### config.mk
export PLATFORM = sky130hd
export DESIGN_NAME = lcd_panel_bit_serializer_top
export DESIGN_NICKNAME = d
export VERILOG_FILES = /design/src/rtl/core/lpbs_pkg.sv /design/src/rtl/core/lcd_panel_bit_serializer_top.sv /design/src/rtl/core/lpbs_shifter.sv /design/src/rtl/core/lpbs_seq.sv
export SDC_FILE = /design/constraint.sdc
export NUM_CORES = 1
export LEC_CHECK = 0
export BUFFER_PORTS_ARGS = -buffer_cell sky130_fd_sc_hd__buf_4
export CAP_MARGIN = 20
export CORE_MARGIN = 2
export CORE_UTILIZATION = 50
export CTS_BUF_LIST = sky130_fd_sc_hd__clkbuf_8
export DETAILED_ROUTE_END_ITERATION = 10
export PLACE_DENSITY = 0.72
export SLEW_MARGIN = 30
export SYNTH_ARGS = -nofsm -noshare
export SYNTH_HDL_FRONTEND = slang
export SYNTH_SLANG_ARGS = --single-unit
export TNS_END_PERCENT = 20
### constraint.sdc
create_clock -name clk -period 2.4 [get_ports clk]
set_input_delay 0.24 -clock clk [delete_from_list [all_inputs] [get_ports clk]]
set_output_delay 0.24 -clock clk [all_outputs]
set_load 0.005 [all_outputs]
### src/rtl/core/lpbs_pkg.sv
`default_nettype none
package lpbs_pkg;

	localparam int unsigned COL_W = 9;
	localparam int unsigned REP_W = 5;
	localparam int unsigned PAD_W = 6;
	localparam int unsigned BYTE_W = 8;
	localparam int unsigned BIT_IDX_W = $clog2(BYTE_W);

	// line geometry, in data columns
	localparam logic [COL_W-1:0] TOP_LINE_BITS = COL_W'(6 * 12);
	localparam logic [COL_W-1:0] BOT_MARK_A    = COL_W'(4 * 11);
	localparam logic [COL_W-1:0] BOT_MARK_B    = COL_W'(4 * 11 + 10 * 11);
	localparam logic [COL_W-1:0] BOT_LINE_BITS = COL_W'(4 * 11 + 10 * 11 + 10 * 11);

	// padding run lengths
	localparam logic [PAD_W-1:0] TOP_PAD_EDGE  = PAD_W'(4);
	localparam logic [PAD_W-1:0] BOT_PAD_START = PAD_W'(36);
	localparam logic [PAD_W-1:0] BOT_PAD_MID_A = PAD_W'(5);
	localparam logic [PAD_W-1:0] BOT_PAD_MID_B = PAD_W'(10);
	localparam logic [PAD_W-1:0] BOT_PAD_END   = PAD_W'(5);

	// lines per chain before swapping
	localparam logic [REP_W-1:0] TOP_REP_LONG  = REP_W'(16);
	localparam logic [REP_W-1:0] TOP_REP_SHORT = REP_W'(8);
	localparam logic [REP_W-1:0] BOT_REP_LONG  = REP_W'(4);
	localparam logic [REP_W-1:0] BOT_REP_SHORT = REP_W'(2);

	typedef struct packed {
		logic load;
		logic adv;
	} sh_ctl_t;

	typedef struct packed {
		logic bit_val;
		logic final_bit;
	} sh_sts_t;

endpackage
`default_nettype wire

### src/rtl/core/lcd_panel_bit_serializer_top.sv
// The first pulse of an item passes the sequencer state register and then the output register
// after the item is accepted. One pulse per cycle while the receiver does not stall; an item
// is accepted only while the single pulse sequencer is idle, so it handles one item at a time.
// Reset: arst_n clears row, column, repeat count and chain select (top first) and empties
// the output register; a row write clears the same counters.
`default_nettype none
module lcd_panel_bit_serializer_top
	import lpbs_pkg::*;
(
	input  logic              clk,
	input  logic              arst_n,

	// config: row number register
	input  logic              cfg_valid,
	output logic              cfg_ready,
	input  logic [7:0]        row_number,

	// pixel byte in
	input  logic              pix_valid,
	output logic              pix_stall,
	input  logic [BYTE_W-1:0] pixel_byte,

	// panel pulses out
	output logic              pulse_valid,
	input  logic              pulse_stall,
	output logic              chain_select,
	output logic              data_bit,
	output logic              last
);

	sh_ctl_t sh_ctl;
	sh_sts_t sh_sts;

	logic busy;
	logic start;
	logic go;
	logic emit;
	logic chain;
	logic dbit;
	logic last_d;
	logic cfg_wr;

	logic out_valid_q;
	logic chain_q;
	logic dbit_q;
	logic last_q;

	// one item in flight; stall input for the whole item
	assign pix_stall = busy;
	assign start     = pix_valid && !busy;

	// row write only when no item is in flight or being offered,
	// so it never lands mid-item or races an accept
	assign cfg_ready = !busy && !pix_valid;
	assign cfg_wr    = cfg_valid && cfg_ready;

	// output register advances when empty or being drained
	assign go = !out_valid_q || !pulse_stall;

	lpbs_shifter u_shifter (
		.clk        (clk),
		.arst_n     (arst_n),
		.pixel_byte (pixel_byte),
		.ctl        (sh_ctl),
		.sts        (sh_sts)
	);

	lpbs_seq u_seq (
		.clk     (clk),
		.arst_n  (arst_n),
		.start   (start),
		.go      (go),
		.cfg_wr  (cfg_wr),
		.cfg_row (row_number),
		.sh_sts  (sh_sts),
		.sh_ctl  (sh_ctl),
		.busy    (busy),
		.emit    (emit),
		.chain   (chain),
		.dbit    (dbit),
		.last    (last_d)
	);

	always_ff @(posedge clk or negedge arst_n) begin
		if (!arst_n) begin
			out_valid_q <= 1'b0;
		end else if (go) begin
			out_valid_q <= emit;
		end
	end

	// pulse payload, held while stalled
	always_ff @(posedge clk) begin
		if (emit) begin
			chain_q <= chain;
			dbit_q  <= dbit;
			last_q  <= last_d;
		end
	end

	assign pulse_valid  = out_valid_q;
	assign chain_select = chain_q;
	assign data_bit     = dbit_q;
	assign last         = last_q;

endmodule
`default_nettype wire

### src/rtl/core/lpbs_shifter.sv
`default_nettype none
module lpbs_shifter
	import lpbs_pkg::*;
(
	input  logic              clk,
	input  logic              arst_n,
	input  logic [BYTE_W-1:0] pixel_byte,
	input  sh_ctl_t           ctl,
	output sh_sts_t           sts
);

	logic [BYTE_W-1:0]    sh_q;
	logic [BIT_IDX_W-1:0] idx_q;

	// byte shift register, LSB out first
	always_ff @(posedge clk) begin
		if (ctl.load) begin
			sh_q <= pixel_byte;
		end else if (ctl.adv) begin
			sh_q <= sh_q >> 1;
		end
	end

	always_ff @(posedge clk or negedge arst_n) begin
		if (!arst_n) begin
			idx_q <= '0;
		end else if (ctl.load) begin
			idx_q <= '0;
		end else if (ctl.adv) begin
			idx_q <= idx_q + 1'b1;
		end
	end

	assign sts.bit_val   = sh_q[0];
	assign sts.final_bit = &idx_q;

endmodule
`default_nettype wire

### src/rtl/core/lpbs_seq.sv
`default_nettype none
module lpbs_seq
	import lpbs_pkg::*;
(
	input  logic        clk,
	input  logic        arst_n,
	input  logic        start,
	input  logic        go,
	input  logic        cfg_wr,
	input  logic [7:0]  cfg_row,
	input  sh_sts_t     sh_sts,
	output sh_ctl_t     sh_ctl,
	output logic        busy,
	output logic        emit,
	output logic        chain,
	output logic        dbit,
	output logic        last
);

	localparam logic [1:0] ST_IDLE = 2'd0;
	localparam logic [1:0] ST_BIT  = 2'd1;
	localparam logic [1:0] ST_POST = 2'd2;

	logic [1:0]       state_q;
	logic [PAD_W-1:0] pad_q;
	logic [COL_W-1:0] col_q;
	logic [REP_W-1:0] rep_q;
	logic             bottom_q;
	logic [7:0]       row_q;

	logic [PAD_W-1:0] pre_len;
	logic [PAD_W-1:0] post_len;
	logic [COL_W-1:0] col_inc;
	logic [REP_W-1:0] rep_inc;
	logic [REP_W-1:0] limit;
	logic             pre_done;
	logic             post_done;
	logic             line_end;
	logic             short_row;
	logic             swap;

	// leading padding owed before the data bit at this column
	function automatic logic [PAD_W-1:0] pre_pad_len(input logic bot, input logic [COL_W-1:0] col);
		logic [PAD_W-1:0] n;
		n = '0;
		if (bot) begin
			if (col == '0) begin
				n = BOT_PAD_START;
			end else if (col == BOT_MARK_A) begin
				n = BOT_PAD_MID_A;
			end else if (col == BOT_MARK_B) begin
				n = BOT_PAD_MID_B;
			end
		end else if (col == '0) begin
			n = TOP_PAD_EDGE;
		end
		return n;
	endfunction

	assign pre_len   = pre_pad_len(bottom_q, col_q);
	assign pre_done  = pad_q == pre_len;
	assign post_len  = bottom_q ? BOT_PAD_END : TOP_PAD_EDGE;
	assign post_done = (pad_q + 1'b1) == post_len;
	assign col_inc   = col_q + 1'b1;
	assign line_end  = bottom_q ? (col_inc == BOT_LINE_BITS) : (col_inc == TOP_LINE_BITS);
	assign short_row = row_q[7:1] == '0;
	assign limit     = bottom_q ? (short_row ? BOT_REP_LONG : BOT_REP_SHORT)
	                            : (short_row ? TOP_REP_LONG : TOP_REP_SHORT);
	assign rep_inc   = rep_q + 1'b1;
	assign swap      = rep_inc == limit;

	assign busy  = state_q != ST_IDLE;
	assign emit  = busy && go;
	assign chain = bottom_q;

	always_comb begin
		sh_ctl = '{load: start, adv: 1'b0};
		dbit   = 1'b0;
		last   = 1'b0;
		unique case (state_q)
			ST_IDLE: begin
			end
			ST_BIT: begin
				dbit = pre_done && sh_sts.bit_val;
				if (pre_done && !line_end) begin
					last       = sh_sts.final_bit;
					sh_ctl.adv = go;
				end
			end
			ST_POST: begin
				if (post_done) begin
					last       = sh_sts.final_bit;
					sh_ctl.adv = go;
				end
			end
			default: begin
			end
		endcase
	end

	always_ff @(posedge clk or negedge arst_n) begin
		if (!arst_n) begin
			state_q  <= ST_IDLE;
			pad_q    <= '0;
			col_q    <= '0;
			rep_q    <= '0;
			bottom_q <= 1'b0;
			row_q    <= '0;
		end else if (cfg_wr) begin
			row_q    <= cfg_row;
			col_q    <= '0;
			rep_q    <= '0;
			bottom_q <= 1'b0;
		end else if (start) begin
			state_q <= ST_BIT;
			pad_q   <= '0;
		end else if (emit) begin
			unique case (state_q)
				ST_BIT: begin
					if (!pre_done) begin
						pad_q <= pad_q + 1'b1;
					end else if (line_end) begin
						col_q   <= '0;
						pad_q   <= '0;
						state_q <= ST_POST;
					end else begin
						col_q   <= col_inc;
						pad_q   <= '0;
						state_q <= sh_sts.final_bit ? ST_IDLE : ST_BIT;
					end
				end
				ST_POST: begin
					if (post_done) begin
						// line finished: count it, swap chains at the limit
						rep_q    <= swap ? '0 : rep_inc;
						bottom_q <= bottom_q ^ swap;
						pad_q    <= '0;
						state_q  <= sh_sts.final_bit ? ST_IDLE : ST_BIT;
					end else begin
						pad_q <= pad_q + 1'b1;
					end
				end
				default: begin
					state_q <= ST_IDLE;
				end
			endcase
		end
	end

endmodule
`default_nettype wire

After elaboration in Yosys (flattened, before gate mapping)

Cells that the tools add are included.

Register bits: 46
Input port bits: 21
Output and inout bits: 6
Logic and storage cells: 107

$add $sub $neg: 4
Eq/ne operators: 12
Mux-type cells: 49
Bitwise operators: 2
Reductions and logical operators: 28

Operator list:

| kind                  | count |
|---|---|
| $mux W9               | 6 |
| $mux W6               | 7 |
| $mux W5               | 8 |
| $mux W8               | 2 |
| $reduce_bool A2 Y1    | 8 |
| $eq A6 B6 Y1          | 2 |
| $mux W1               | 12 |
| $mux W3               | 4 |
| $pmux W6 S2           | 1 |
| $reduce_and A4 Y1     | 3 |
| $mux W2               | 5 |
| $add A9 B1 Y9 const B | 1 |
| $eq A9 B6 Y1 const B  | 1 |
| $eq A9 B7 Y1 const B  | 1 |
| $eq A9 B8 Y1 const B  | 1 |
| $eq A9 B9 Y1 const B  | 1 |
| $logic_not A9 Y1      | 1 |
| $logic_not A7 Y1      | 1 |
| $add A6 B1 Y6 const B | 1 |
| $logic_and A1 B1 Y1   | 6 |
| $ne A3 B2 Y1 const B  | 2 |
| $reduce_and A3 Y1     | 2 |
| $add A5 B1 Y5 const B | 1 |
| $eq A5 B5 Y1          | 1 |
| other kinds (12)      | 17 |

Logic depth before layout (Yosys ltp)

Depth in word-level cells: 11
Gate-level depth with buffers: 11

Modules after synthesis

Synthesis repeated with hierarchy kept, for this count alone.

Cell total of the unflattened synthesis: 295
Area total of the unflattened synthesis: 2916.5 µm²

Modules (own cells, without submodules):

| module                       | instances | cells an instance | area each (µm²) | seq. area each (µm²) |
|---|---|---|---|---|
| lpbs_seq                     | 1         | 256               | 2257.2          | 750.7 |
| lpbs_shifter                 | 1         | 30                | 510.5           | 315.3 |
| lcd_panel_bit_serializer_top | 1         | 9                 | 148.9           | 115.1 |

Worst setup path after synthesis

No wires, ideal clock.

Path type: register to register
Start: register u_seq.pad_q[1]
End: register u_shifter.sh_q[0], enable pin
Setup time: 0.329 ns
Arrival time: 2.178 ns
Required time: 2.071 ns
Setup slack: -0.108 ns
Cell stages (with the launch flop): 8
Buffers on the path: 0
Cells stage by stage: dfrtp_1 ha_1 xnor2_1 or4_4 nor3_4 and3_2 a31oi_2 nand2_1

Word-level cells in the longest chain between the ends: 5
Elaborated cells on any way between the ends: 8
Classes of those cells: add/sub (1); eq/ne (2); mux (3); reduce/logical (2)

RTL lines:

| what                                                | RTL line                       | source |
|---|---|---|
| start, declared                                     | lpbs_seq.sv:25                 | `logic [PAD_W-1:0] pad_q;` |
| start signal, assigned                              | lpbs_seq.sv:121                | `pad_q <= pad_q + 1'b1;` |
| start signal, assigned                              | lpbs_seq.sv:140                | `pad_q <= pad_q + 1'b1;` |
| $add A6 B1 Y6 or $eq A6 B6 Y1 (tied branches)       | lpbs_seq.sv:63, lpbs_seq.sv:61 |  |
| $eq A6 B6 Y1 or $logic_and A1 B1 Y1 (tied branches) | lpbs_seq.sv:63, lpbs_seq.sv:85 |  |
| $mux W1 (on tied branches)                          | lpbs_seq.sv:91, lpbs_seq.sv:85 |  |
| $pmux W1 S2 *                                       | lpbs_seq.sv:80                 | `unique case (state_q)` |
| $reduce_bool A2 Y1 (no source line) *               | n/a                            |  |
| end signal, assigned                                | lpbs_shifter.sv:18             | `sh_q <= pixel_byte;` |
| end signal, assigned                                | lpbs_shifter.sv:20             | `sh_q <= sh_q >> 1;` |
| end, declared                                       | lpbs_shifter.sv:12             | `logic [BYTE_W-1:0] sh_q;` |

Mark *: on every way between the ends. The rest lies on a longest branch, timed or not.
A chain may end at the register's enable or synchronous reset.

Worst setup path after layout

Start: register u_seq.pad_q[0]
End: register u_seq.bottom_q (netlist: u_seq.chain)

Word-level cells in the longest chain between the ends: 4

RTL lines:

| what                                | RTL line        | source |
|---|---|---|
| $add A6 B1 Y6                       | lpbs_seq.sv:63  | `assign post_done = (pad_q + 1'b1) == post_len;` |
| $eq A6 B6 Y1                        | lpbs_seq.sv:63  |  |
| $reduce_bool A2 Y1 (no source line) | n/a             |  |
| $reduce_and A4 Y1 (no source line)  | n/a             |  |
| end signal, assigned                | lpbs_seq.sv:136 | `bottom_q <= bottom_q ^ swap;` |
| end, declared                       | lpbs_seq.sv:28  | `logic bottom_q;` |

No other way between the ends.

==> reports/results.tsv <==
metric	value	unit
grt_pass1_wl	11.0	mm
gr-total-overflow	0	
ir_drop	0.556	mV
gp_congestion	0.940	
syn_nets	350	
cp_data_required_time	2.61	ns
antenna_found_initial	0	
synth.area.top_cells	dfrtp_1 (29%), edfxtp_1 (11%), nand2_1 (7.2%), ha_1 (5.2%), nand3_1 (3.6%)	
status	finished clean	
die_w	80.3	µm
clock_path_buffers	2	
max_clock_freq	430	MHz
relSlewSlack	57.2	%
yosysSeqAreaShare	40.6	%
drt_pass1_iterations	4	
ys_types	64	
syn_area	2910	µm²
internal-power	1810	µW
cts_tree	yes	
grt_pass1_vias	2382	
criticalPathCategory	reg2reg	
die_h	80.3	µm
postSynthAreaPerCell	9.17	µm²
cts_buffers	5	
netSwitchingFraction	35.4	%
routed_wl	6.30	mm
cts_root_buf	clkbuf_8	
fin_crit	2.32	ns
drc	0	
rsz0062_at_grt	yes	
vias_per_cell	5.72	
synth_edf_count	11	
num_vias	2523	
clkSinkCount	45	
ys_seq_elements	45	
hold_path.class	in2reg	
dp_hpwl	4.47	mm
grt_max_degree	35	
antenna_left	0	
min_period_over_period	96.8	%
power_frac_seq	38.5	%
place.port_buffers	25	
crit_path_end_kind	flip-flop	
ff2ff_path_depth	8	
setup_viol	0	
dr.first_iter.drc_count	222	
power_switching	992	µW
grt.total_usage	21.6	%
routedWlPerCell	14.3	µm
synthArstFlopShare	75.6	%
fin_skew	0.00454	ns
combPwrFrac	41.5	%
htreeDepth	2	
start_util	52.2	%
power	2800	µW
area_growth	20.9	%
clk_latency	0.29	ns
power_frac_clock	20.1	%
final.fill_count	466	
post-route-util	63.1	%
maxCapViolations	0	
syn_inst	317	
critPathLaunchType	flip-flop	
clk_pin_slew	0.08	ns
leakagePower	0.00154	µW
drv_slew	0	
synth_area_leader_cell	dfrtp_1	
cp.arrival	2.54	ns
num_io_pins	27	
fin_hold_ws	0.131	ns
row_count	27	
ys.flop_type	dfrtp_1	
antenna_cells	0	
worst_slew_pin_slew	0.641	ns
fin_nets	401	
core_area	5570	µm²
layout-drive-gt1-share	27.1	%
fp.dieArea	6440	µm²
synth_top_area_share	29.3	%
power_density	797	nW/µm²
hold_depth	3	
yosysWarnings	0	
cp_max_fo	5	
hold_violations	0	
## logic make-up after synthesis
| family | after synthesis | share of synthesized area (%) |
|---|---|---|
| AND/OR/NAND/NOR | 142 | 25.8 |
| AO/OA/AOI/OAI | 61 | 14.5 |
| buffers and inverters | 32 | 5.21 |
| adder cells (fa/ha/maj) | 12 | 5.16 |
| flip-flops | 45 | 40.6 |
| XOR/XNOR | 8 | 2.41 |
| multiplexers | 17 | 6.28 |
## metal layers
layer	wire length [µm]	share of wire, %	track usage [%]	up-vias
met3	246	3.9	3.03	6
li1	-	-	-	1253
met2	2930	47	32.6	54
met4	71	1.1	6.78	0
met5	0	0	0	-
met1	3050	48	32.0	1210
## flip-flops by register name (all words and copies together) (netlist names), 2 cells and up
register / cells
u_shifter.sh_q: 8
u_seq.col_q: 9
u_seq.state_q: 2
u_seq.rep_q: 5
u_seq.row_q: 7
u_shifter.idx_q: 3
u_seq.pad_q: 6
## synth_stat cells (4+ instances only)
master / instances
nor2_1: 11
clkbuf_1: 9
nand4_1: 9
edfxtp_1: 11
and3_1: 5
nand3_1: 21
o21ai_0: 16
nor3_1: 8
xnor2_1: 5
ha_1: 12
mux2i_1: 7
nand2_1: 56
mux2_2: 9
a21oi_1: 16
dfrtp_1: 34
or2_2: 4
nor4_1: 4
inv_1: 16
## critical path: stages, from the launching register on
cell,delay [ns]
dfrtp_1,0.39
ha_2,0.20
xnor2_1,0.12
or4_4,0.52
nor3_4,0.19
buf_4,0.17
nand2_4,0.04
or4_1,0.46
a21oi_1,0.15
## metrics by stage
step | TNS (ns) | std cells | worst slack, ns | area, µm²
2_1_floorplan | 0 | 317 | 0.0110 | 2910
4_1_cts | 0 | 437 | 0.0116 | 3440
3_3_place_gp | 0 | 425 | 0.0394 | 3300
3_5_place_dp | -0.0963 | 425 | -0.0123 | 3300
5_1_grt | -0.0141 | 441 | -0.00745 | 3510
6_report | 0 | 441 | 0.0765 | 3510
## placed cells by master, fill, tap and decap left out, drive strengths merged, types with 6 or more instances in the layout
master | netlist | final
ha | 12 | 12
a21oi | 16 | 16
mux2 | 10 | 10
nor2 | 11 | 11
mux2i | 7 | 7
nand4 | 9 | 9
edfxtp | 11 | 11
o21ai | 17 | 17
nor3 | 9 | 9
and3 | 6 | 6
nand2 | 57 | 57
dfrtp | 34 | 34
buf | 6 | 58
inv | 16 | 17
nand3 | 22 | 22
## timing repair
action	in CTS	in global routing
hold buffers	1	0
pin swaps	1	6
endpoints found under the hold margin	34	0
buffers inserted	3	4
resized for setup	0	13
endpoints found under the setup margin	8	22
## power by group through the flow
stage	Sequential (µW)	Clock, µW	Combinational, µW
floorplan	1090	0	750
finish	1080	562	1160
global route	1100	609	1290
global placement	1090	0	1100
CTS	1080	573	1130
detailed placement	1090	0	1120
## worst paths after layout
kind / start / end / slack [ns]
worst max-delay path: u_seq.pad_q[0] / u_seq.chain / 0.08
worst min-delay path: row_number[1] / u_seq.row_q[1] / 0.13
max in group asynchronous: arst_n / u_seq.col_q[1] / 1.63
min in group asynchronous: arst_n / u_seq.col_q[4] / 0.42
worst min register to register: u_seq.row_q[5] / u_seq.row_q[5] / 0.48
worst max register to register: u_seq.pad_q[0] / u_seq.chain / 0.08
## cell type report
cell class	instances	area, µm²	share of cell area, %
clock inverters	3	38.8	1.10
flip-flops and latches	45	1190	33.8
multi-input cells	240	1620	46.1
well taps	72	90.1	2.56
inverters	17	63.8	1.82
repair buffers	59	445	12.7
clock buffers	5	68.8	1.96
Power figures use the tool's default switching activity.
